File: config.mk
export PLATFORM = sky130hd
export DESIGN_NAME = sorted_priority_queue_core
export DESIGN_NICKNAME = d
export VERILOG_FILES = /design/src/hw/rtl/spq_pkg.sv /design/src/hw/rtl/spq_cell.sv /design/src/hw/rtl/sorted_priority_queue_core.sv
export SDC_FILE = /design/constraint.sdc
export NUM_CORES = 2
export LEC_CHECK = 0
export BUFFER_PORTS_ARGS = -buffer_cell sky130_fd_sc_hd__clkbuf_2
export CORE_MARGIN = 1
export CORE_UTILIZATION = 60
export CTS_BUF_LIST = sky130_fd_sc_hd__clkbuf_8
export CTS_CLUSTER_DIAMETER = 80
export DETAILED_ROUTE_END_ITERATION = 8
export PLACE_DENSITY = 0.82
export SLEW_MARGIN = 20
export SYNTH_ARGS = -nofsm -noshare
export SYNTH_HDL_FRONTEND = slang
export SYNTH_SLANG_ARGS = --single-unit
export TNS_END_PERCENT = 20
File: constraint.sdc
create_clock -name clk -period 9.6 [get_ports clk]
set_clock_uncertainty 0.2 [all_clocks]
set_input_delay 2.88 -clock clk [delete_from_list [all_inputs] [get_ports clk]]
set_output_delay 2.88 -clock clk [all_outputs]
set_load 0.01 [all_outputs]
File: src/hw/rtl/spq_pkg.sv
// spq_pkg: shared types, codes and defaults for the sorted priority queue.
// No dependencies; used by spq_cell, sorted_priority_queue_core and spq_checker.
package spq_pkg;

    localparam int CAPACITY_DEFAULT = 16;
    localparam int VALUE_W          = 32;
    localparam int PRIO_W           = 8;
    localparam int COUNT_W          = 5;

    typedef enum logic [1:0] {
        OP_ENQUEUE = 2'd0,
        OP_DEQUEUE = 2'd1,
        OP_PEEK    = 2'd2,
        OP_CLEAR   = 2'd3
    } op_t;

    typedef enum logic [1:0] {
        ST_DONE  = 2'd0,
        ST_EMPTY = 2'd1,
        ST_FULL  = 2'd2
    } status_t;

    // Request payload
    typedef struct packed {
        op_t                        operation;
        logic signed [VALUE_W-1:0]  item_value;
        logic [PRIO_W-1:0]          item_priority;
    } req_t;

    // Response payload
    typedef struct packed {
        status_t                    status;
        logic signed [VALUE_W-1:0]  head_value;
        logic [PRIO_W-1:0]          head_priority;
        logic [COUNT_W-1:0]         entry_count;
        logic                       is_empty;
    } rsp_t;

    // One stored entry
    typedef struct packed {
        logic signed [VALUE_W-1:0]  value;
        logic [PRIO_W-1:0]          prio;
    } entry_t;

    // What a cell shows its neighbors
    typedef struct packed {
        entry_t entry;
        logic   valid;
        logic   displaced;
    } link_t;

    // Broadcast command to every cell
    typedef struct packed {
        logic   enq;
        logic   deq;
        logic   clr;
        logic   go_back;
        entry_t item;
    } cell_cmd_t;

endpackage

File: src/hw/rtl/spq_cell.sv
// spq_cell: one slot of the sorted queue; holds an entry and its occupied bit.
// Depends on spq_pkg for the entry, link and command types.
module spq_cell (
    input  logic               clk,
    input  logic               rst_n,
    input  spq_pkg::cell_cmd_t cmd,
    input  spq_pkg::link_t     left,
    input  spq_pkg::link_t     right,
    output spq_pkg::link_t     self_link
);

    spq_pkg::entry_t ent_reg;
    spq_pkg::entry_t ent_next;
    logic            valid_reg;
    logic            valid_next;
    logic            displaced;
    logic            first_free;

    // Entry moves one slot toward the tail when the new item lands ahead of it
    assign displaced  = valid_reg && (ent_reg.prio <= cmd.item.prio) && !cmd.go_back;
    assign first_free = !valid_reg && left.valid;

    always_comb
    begin
        ent_next   = ent_reg;
        valid_next = valid_reg;
        if (cmd.clr)
        begin
            valid_next = 1'b0;
        end
        else if (cmd.deq)
        begin
            ent_next   = right.entry;
            valid_next = right.valid;
        end
        else if (cmd.enq && (displaced || first_free))
        begin
            ent_next   = left.displaced ? left.entry : cmd.item;
            valid_next = 1'b1;
        end
    end

    always_ff @(posedge clk)
    begin
        ent_reg <= ent_next;
    end

    always_ff @(posedge clk or negedge rst_n)
    begin
        if (!rst_n)
        begin
            valid_reg <= 1'b0;
        end
        else
        begin
            valid_reg <= valid_next;
        end
    end

    assign self_link.entry     = ent_reg;
    assign self_link.valid     = valid_reg;
    assign self_link.displaced = displaced;

endmodule

File: src/hw/rtl/sorted_priority_queue_core.sv
// sorted_priority_queue_core: bounded priority queue kept in descending order.
// Depends on spq_pkg and spq_cell.
//
//   channel | signals                        | carries
//   --------+--------------------------------+-------------------------------------
//   request | req_valid, req_ready, req      | operation, item value, item priority
//   result  | rsp_valid, rsp_ready, rsp      | status, head entry, count, empty flag
//
// On each accepted request every cell compares its priority with the new
// one and shifts at the same edge, and the result lands in a register.
// A new request is taken whenever the result register is empty or being
// drained, so a stalled result holds the queue but a flowing one allows one
// request per cycle. Reset clears the occupied bits, the count and the
// result valid flag; stored entries and result payload are left as is.
module sorted_priority_queue_core #(
    parameter int CAPACITY = spq_pkg::CAPACITY_DEFAULT
) (
    input  logic          clk,
    input  logic          rst_n,
    input  logic          req_valid,
    output logic          req_ready,
    input  spq_pkg::req_t req,
    output logic          rsp_valid,
    input  logic          rsp_ready,
    output spq_pkg::rsp_t rsp
);

    localparam int CNT_W = $clog2(CAPACITY + 1);

    spq_pkg::link_t     link_q [CAPACITY];
    spq_pkg::link_t     left_q [CAPACITY];
    spq_pkg::link_t     right_q[CAPACITY];
    spq_pkg::cell_cmd_t cmd;

    logic [CAPACITY-1:0]        tail_hit;
    logic [spq_pkg::PRIO_W-1:0] tail_prio;
    logic [spq_pkg::PRIO_W-1:0] head_prio;

    logic             accept;
    logic             empty;
    logic             full;
    logic [CNT_W-1:0] count_reg;
    logic [CNT_W-1:0] count_next;

    logic          rsp_valid_reg;
    logic          rsp_valid_next;
    spq_pkg::rsp_t rsp_reg;
    spq_pkg::rsp_t rsp_next;

    // Take a request when the result slot is free or drains this cycle
    assign req_ready = !rsp_valid_reg || rsp_ready;
    assign accept    = req_valid && req_ready;

    assign empty     = !link_q[0].valid;
    assign full      = link_q[CAPACITY-1].valid;
    assign head_prio = link_q[0].entry.prio;

    // Wire each cell to its neighbors; the head sees an occupied, never
    // displaced left side, and the tail sees an empty right side
    genvar gi;
    generate
        for (gi = 0; gi < CAPACITY; gi++)
        begin : g_cell
            if (gi == 0)
            begin : g_head
                assign left_q[gi].entry     = '0;
                assign left_q[gi].valid     = 1'b1;
                assign left_q[gi].displaced = 1'b0;
            end
            else
            begin : g_mid
                assign left_q[gi] = link_q[gi-1];
            end

            if (gi == CAPACITY - 1)
            begin : g_last
                assign right_q[gi].entry     = '0;
                assign right_q[gi].valid     = 1'b0;
                assign right_q[gi].displaced = 1'b0;
            end
            else
            begin : g_inner
                assign right_q[gi] = link_q[gi+1];
            end

            // Tail is the last occupied cell
            assign tail_hit[gi] = link_q[gi].valid && !right_q[gi].valid;

            spq_cell u_cell (
                .clk       (clk),
                .rst_n     (rst_n),
                .cmd       (cmd),
                .left      (left_q[gi]),
                .right     (right_q[gi]),
                .self_link (link_q[gi])
            );
        end
    endgenerate

    // Pick the tail priority; at most one cell has its tail bit set
    always_comb
    begin
        tail_prio = '0;
        for (int i = 0; i < CAPACITY; i++)
        begin
            tail_prio = tail_prio | ({spq_pkg::PRIO_W{tail_hit[i]}} & link_q[i].entry.prio);
        end
    end

    // Broadcast the command. An item below the head but not above the tail
    // goes behind the tail, even past entries of equal priority.
    always_comb
    begin
        cmd.item.value = req.item_value;
        cmd.item.prio  = req.item_priority;
        cmd.go_back    = !empty && (req.item_priority < head_prio)
                         && (req.item_priority <= tail_prio);
        cmd.enq        = accept && (req.operation == spq_pkg::OP_ENQUEUE) && !full;
        cmd.deq        = accept && (req.operation == spq_pkg::OP_DEQUEUE) && !empty;
        cmd.clr        = accept && (req.operation == spq_pkg::OP_CLEAR);
    end

    // Track the fill count alongside the occupied bits
    always_comb
    begin
        count_next = count_reg;
        if (cmd.clr)
        begin
            count_next = '0;
        end
        else if (cmd.enq)
        begin
            count_next = count_reg + CNT_W'(1);
        end
        else if (cmd.deq)
        begin
            count_next = count_reg - CNT_W'(1);
        end
    end

    // Build the result for the accepted request
    always_comb
    begin
        rsp_next               = rsp_reg;
        rsp_next.status        = spq_pkg::ST_DONE;
        rsp_next.head_value    = '0;
        rsp_next.head_priority = '0;
        case (req.operation)
            spq_pkg::OP_ENQUEUE:
            begin
                if (full)
                begin
                    rsp_next.status = spq_pkg::ST_FULL;
                end
            end
            spq_pkg::OP_DEQUEUE, spq_pkg::OP_PEEK:
            begin
                if (empty)
                begin
                    rsp_next.status = spq_pkg::ST_EMPTY;
                end
                else
                begin
                    rsp_next.head_value    = link_q[0].entry.value;
                    rsp_next.head_priority = link_q[0].entry.prio;
                end
            end
            spq_pkg::OP_CLEAR:
            begin
                if (empty)
                begin
                    rsp_next.status = spq_pkg::ST_EMPTY;
                end
            end
            default:
            begin
                rsp_next.status = spq_pkg::ST_DONE;
            end
        endcase
        rsp_next.entry_count = spq_pkg::COUNT_W'(count_next);
        rsp_next.is_empty    = (count_next == '0);
    end

    // Load on accept; drop the valid once the result is taken
    always_comb
    begin
        rsp_valid_next = rsp_valid_reg;
        if (accept)
        begin
            rsp_valid_next = 1'b1;
        end
        else if (rsp_ready)
        begin
            rsp_valid_next = 1'b0;
        end
    end

    always_ff @(posedge clk or negedge rst_n)
    begin
        if (!rst_n)
        begin
            count_reg     <= '0;
            rsp_valid_reg <= 1'b0;
        end
        else
        begin
            count_reg     <= count_next;
            rsp_valid_reg <= rsp_valid_next;
        end
    end

    // Result payload; hold while stalled
    always_ff @(posedge clk)
    begin
        if (accept)
        begin
            rsp_reg <= rsp_next;
        end
    end

    assign rsp_valid = rsp_valid_reg;
    assign rsp       = rsp_reg;

endmodule

==> Yosys cells after proc, flatten, opt, wreduce, memory -nomap -nowiden <==
Cells that the tools add are included.
{ "totals": {"regBits": 710, "latchBits": 0, "mem_bits_rw": 0, "mem_bits_ro": 0, "inputBits": 46, "mem_count": 0} }
{ "classes": {"add_sub_neg": 2, "n_mul": 0, "div": 0, "n_lt_le_gt_ge": 18, "n_eq_ne": 3, "n_shift": 0, "muxes": 102, "bitwise_logic": 32, "reduce_logical": 160} }
{ "ops": {"columns": ["cell", "count"], "rows": [
  ["40-bit two-way mux", 46],
  ["8-bit less-or-equal comparator", 17],
  ["8-bit AND", 16],
  ["8-bit OR", 15],
  ["1-bit logical AND", 71],
  ["1-bit two-way mux", 51],
  ["3-bit nonzero test", 16],
  ["2-bit AND reduction", 17],
  ["2-bit nonzero test", 17],
  ["1-bit zero test", 18],
  ["1-bit logical OR", 17],
  ["5-bit two-way mux", 3],
  ["8-bit less-than comparator", 1],
  ["5-bit by 1-bit adder with 5-bit output, second input constant", 1],
  ["5-bit zero test", 1],
  ["5-bit by 1-bit subtractor with 5-bit output, second input constant", 1],
  ["2-bit equality test, second input constant", 2],
  ["2-bit one-hot mux with 2 select lines", 1],
  ["3-bit OR reduction", 1],
  ["2-bit by 1-bit equality test with 1-bit output, second input constant", 1],
  ["2-bit zero test", 1],
  ["2-bit two-way mux", 1],
  ["2-bit OR reduction", 1],
  ["1-bit NOT", 1]
]} }

==> Longest topological paths before layout <==
{ "logic_depth": {"ltp_word": 27, "ltp_mapped": 18, "mapped_depth_nobuf": 14} }

==> Hierarchy <==
From an unflattened synthesis, not the netlist that was laid out.
{ "hier_totals": {"hier_cells": 3728, "hier_area_um2": 40333.7} }
{ "modules_own_cells": {"columns": ["module", "instances", "cells_per_inst", "area_per_inst_um2", "seq_area_each_um2"], "rows": [
  ["spq_cell", 16, 213, 2309.7, 1226.2],
  ["sorted_priority_queue_core", 1, 320, 3378.2, 1591.5]
]} }

==> Worst setup path before layout <==
No wires, ideal clock.
{ "synth_timing": {"path_kind": "input to register", "start": "input port req[1] (netlist bit)", "end": "register g_cell[1].u_cell.ent_reg, in the netlist g_cell[1].u_cell.self_link[10], enable pin", "arrival_ns": 6.542, "required_ns": 8.963, "path_slack_ns": 2.421, "path_stages": 12, "n_path_buf": 3, "path_cell_list": "clkbuf_1 -> inv_1 -> ha_1 -> nor2b_1 -> o211ai_1 -> a21oi_1 -> nand3b_1 -> a21oi_1 -> buf_4 -> clkbuf_1 -> nor3_1 -> nor2_1"} }
{ "synth_between": {"elab_chain_cells": 9, "word_cells_on_any_way": 12, "classes_between": "3 x order compare; 9 x reduce/logical"} }
{ "synth_lines": {"columns": ["item", "line", "source"], "rows": [
  ["from (decl)", "sorted_priority_queue_core.sv:22", "input spq_pkg::req_t req,"],
  ["8-bit less-than comparator", "sorted_priority_queue_core.sv:116", "cmd.go_back = !empty && (req.item_priority < head_prio)"],
  ["1-bit logical AND", "sorted_priority_queue_core.sv:116", null],
  ["1-bit logical AND", "sorted_priority_queue_core.sv:117", "&& (req.item_priority <= tail_prio);"],
  ["1-bit zero test", "spq_cell.sv:20", "assign displaced = valid_reg && (ent_reg.prio <= cmd.item.prio) && !cmd.go_back;"],
  ["1-bit logical AND (*)", "spq_cell.sv:20", null],
  ["1-bit logical OR (*)", "spq_cell.sv:36", "else if (cmd.enq && (displaced || first_free))"],
  ["1-bit logical AND (*)", "spq_cell.sv:36", null],
  ["2-bit nonzero test (no source line) (*)", null, null],
  ["2-bit AND reduction (no source line) (*)", null, null],
  ["to (signal assigned)", "spq_cell.sv:45", "ent_reg <= ent_next;"],
  ["to (decl)", "spq_cell.sv:12", "spq_pkg::entry_t ent_reg;"]
]} }
Mark *: on every way between the ends. The rest lies on a longest branch, timed or not.
A chain may end at the register's enable or synchronous reset.

==> Worst setup path in the final report <==
{ "layout_timing": {"start": "input port req[1] (netlist bit)", "end": "register g_cell[2].u_cell.ent_reg, in the netlist g_cell[2].u_cell.self_link[21], enable pin"} }
{ "layout_between": {"elab_chain_cells": 9, "word_cells_on_any_way": 12, "classes_between": "3 x order compare; 9 x reduce/logical"} }
{ "layout_lines": {"columns": ["item", "line"], "rows": [
  ["8-bit less-than comparator", "sorted_priority_queue_core.sv:116"],
  ["1-bit logical AND", "sorted_priority_queue_core.sv:116"],
  ["1-bit logical AND", "sorted_priority_queue_core.sv:117"],
  ["1-bit zero test", "spq_cell.sv:20"],
  ["1-bit logical AND (*)", "spq_cell.sv:20"],
  ["1-bit logical OR (*)", "spq_cell.sv:36"],
  ["1-bit logical AND (*)", "spq_cell.sv:36"],
  ["2-bit nonzero test (no source line) (*)", null],
  ["2-bit AND reduction (no source line) (*)", null],
  ["to (signal assigned)", "spq_cell.sv:45"],
  ["to (decl)", "spq_cell.sv:12"]
]} }
Marks and branches as above.

==> results.md <==
- Switching share of power: 33.8%
- Final Hold Vio Count: 0
- Leakage: 12.9 nW
- CTS max path bufs: 3
- PwrDens: 217 nW/µm²
- Warnings from Yosys: 0
- CTS sink count: 710
- Fmax achieved: 0.154 GHz
- Root buf cell: clkbuf_8
- Core Footprint: 62100 µm²
- Status: finished, final reports clean
- Final WS setup: 3090 ps
- R2R setup slack: 4020 ps
- Setup TNS: 0 ps
- Post-synth net total: 3742
- RSZ-0062 raised after global routing: false
- Vias in the first global route: 26.6k
- Max-capacitance violation count: 0
- Comb pwr share: 26.9%
- Syn Area/Cell: 10.6 µm²
- Ys async rst share: 3.10%
- Grt met2 use: 41.9%
- Area of the multi-input gates: 15200 µm²
- CTS tree: built
- # resized after CTS: 0
- Nets: 3672
- CP Class: in2reg
- Commonest register cell after synthesis: edfxtp_1
- Worst-skew pair later-pin latency: 740 ps
- Setup repair bufs after CTS: 0
- Htree depth: 3
- Cts bufs inserted: 114
- Total GRT Usage: 31.4%
- Initial antenna violation count: 2
- Die outline width: 253 µm
- Top cell type's share of synthesized area: 54.6%
- Most common cell in the synthesized netlist: edfxtp_1
- Crit path max fanout: 73
- Routability Congestion: 1.02
- Syn Std Cell Area: 37900 µm²
- Die height: 253 µm
- Reg area: 21200 µm²
- Clk pwr share: 26.4%
- Seq pwr share: 46.7%
- Drt drc: 0
- WP data arrival: 6660 ps
- Post-place setup slack: 2260 ps
- Final Cycle Share: 67.8%
- Post-cts hold buffer count: 0
- CP required: 9740 ps
- Vias per cell: 6.64
- Final ANT Viol Nets: 0
- Seq/Total Area, Yosys: 56.0%
- Rows: 91
- Crit path capture type: flip-flop
- Largest net degree at the start of global routing: 258
- P_int: 5.84 mW
- GR Layer Usage met3: 5.96%
- Initial core utilization: 61.0%
- Initial DRC Count: 4883
- Area leader, netlist: edfxtp_1
- Net switching power: 2.99 mW
- Drt first pass iters: 6
- Post-synth top cells: edfxtp_1, nand2_1, o211ai_1, nand3_1, clkbuf_1
- Via count: 29.3k
- Worst slew pin tran: 1240 ps
- Placed insts: 4205
- Max-slew headroom: 17.5%
- Cells after Synth: 3562
- Yosys cell types: 48
- Hold Path Class: reg2reg
- Tmin final: 6510 ps
- First-pass GRT wire length: 157000 µm
- Die footprint: 64100 µm²
- Worst vdd ir: 0.136 mV
- Port-buffer cells: 95
- Synth Register Bits: 710
- Layout Cells excl Fill: 4413
- WL/cell: 22.9 µm
- Slew Limit Fails: 0
- Synth top area cells: edfxtp_1, o211ai_1, nand2_1
- GRT Max-Usage Layer: met1
- HPWL after DPL: 66700 µm
- Worst-path clk slew: 60 ps
- WL final: 101000 µm
- Layout cells sized above 1: 8.84%
- GRT overflow: 0
- CP startpoint kind: input port
- Setup violations, final: 0
- Number of synthesized flops with an enable pin: 688
- Synth-to-Final Area Change: 7.24%
- Max reg flops: 640
- I/O pin total: 96
- Grt met1 use: 51.3%
- Fill count: 4704
[critical path, stage by stage]
cell	delay (ps)
clkbuf_2	450
inv_1	570
ha_1	470
nor2b_1	140
o211ai_1	160
a21oi_1	80
nand3b_1	190
a21oi_4	120
buf_4	640
nor3_1	170
nor2_4	220
buf_4	490
[cell usage in the layout, fill, tap and decap left out, types with 2 or more instances in the layout]
| cell type | instances |
|---|---|
| edfxtp_1 | 688 |
| nand2_1 | 679 |
| o211ai_1 | 462 |
| nand3_1 | 458 |
| mux2i_1 | 151 |
| ha_1 | 134 |
| clkbuf_8 | 116 |
| o21ai_0 | 112 |
| a21oi_1 | 99 |
| clkbuf_2 | 95 |
| inv_1 | 84 |
| nor2_1 | 66 |
| o21ai_1 | 45 |
| a22oi_1 | 42 |
| and3_1 | 41 |
| nand4_1 | 39 |
| buf_4 | 36 |
| nor2b_1 | 28 |
| dfrtp_1 | 22 |
| clkinv_1 | 20 |
| nor3_1 | 19 |
| nor2_4 | 16 |
| nand3b_1 | 15 |
| nand2b_1 | 15 |
| a21oi_4 | 14 |
| buf_12 | 14 |
| a221oi_1 | 12 |
| a22o_1 | 9 |
| clkinv_2 | 7 |
| diode_2 | 2 |
| o31ai_1 | 2 |
| nor2_2 | 2 |
| xnor2_1 | 2 |
| xor2_1 | 2 |
| inv_12 | 2 |
| clkinvlp_4 | 2 |
[per-stage QoR]
stage               power [mW]  hold slack [ps]  utilization, %  cell area [µm²]
floorplan                 5.88              309               -            37900
finish                    8.83              317            65.4            40600
global route              9.20              361            65.4            40600
CTS                       8.78              332            65.1            40400
global placement          6.40              316            61.9            38400
detailed placement        6.48              325            62.0            38400
[layout make-up]
| class | instances | area share (%) |
|---|---|---|
| Clock buffer | 116 | 3.93 |
| Antenna cell | 2 | 0.0123 |
| Timing Repair Buffer | 146 | 2.60 |
| Clock inverter | 82 | 0.931 |
| Multi-Input combinational cell | 2484 | 37.4 |
| Tap cell | 837 | 2.58 |
| Inverter | 36 | 0.333 |
| Sequential cell | 710 | 52.3 |
[cells by family (layout without fill, tap and decap cells)]
logic type,after synthesis,in the layout,synth area share (%)
simple gates,1385,1385,16.4
mux,151,151,3.99
buf+inv,368,380,4.57
xor+xnor,4,4,0.0926
compound gates,810,810,14.5
flops,710,710,56.0
other cells,0,2,0
fa+ha+maj,134,134,4.43
[power by group through the flow]
| stage | Sequential [mW] | Clock [mW] | Combinational (mW) |
|---|---|---|---|
| 5_1_grt | 4.13 | 2.48 | 2.59 |
| 2_1_floorplan | 4.06 | 0 | 1.82 |
| 3_5_place_dp | 4.16 | 0 | 2.32 |
| 6_report | 4.12 | 2.33 | 2.38 |
| 4_1_cts | 4.10 | 2.35 | 2.32 |
| 3_3_place_gp | 4.16 | 0 | 2.24 |
[worst paths after layout]
kind,from,end,depth (start not counted)
min in group asynchronous,rst_n,g_cell[0].u_cell.valid_reg$_DFFE_PN0P_,1
max in group asynchronous,rst_n,g_cell[9].u_cell.valid_reg$_DFFE_PN0P_,1
hold / removal,g_cell[15].u_cell.self_link[17]$_SDFFCE_PP0P_,g_cell[14].u_cell.self_link[17]$_DFFE_PP_,2
setup / recovery,req[1],g_cell[2].u_cell.self_link[21]$_DFFE_PP_,12
hold reg to reg,g_cell[15].u_cell.self_link[17]$_SDFFCE_PP0P_,g_cell[14].u_cell.self_link[17]$_DFFE_PP_,2
setup reg to reg,g_cell[2].u_cell.valid_reg$_DFFE_PN0P_,g_cell[2].u_cell.self_link[21]$_DFFE_PP_,14
[routing by layer]
| metal | routed length (µm) | vias up |
|---|---|---|
| met3 | 13100 | 163 |
| met4 | 2080 | 0 |
| met1 | 44300 | 13849 |
| li1 | - | 13334 |
| met2 | 41700 | 1972 |
| met5 | 0 | - |
Note: power is estimated with default switching activity, not from simulation.
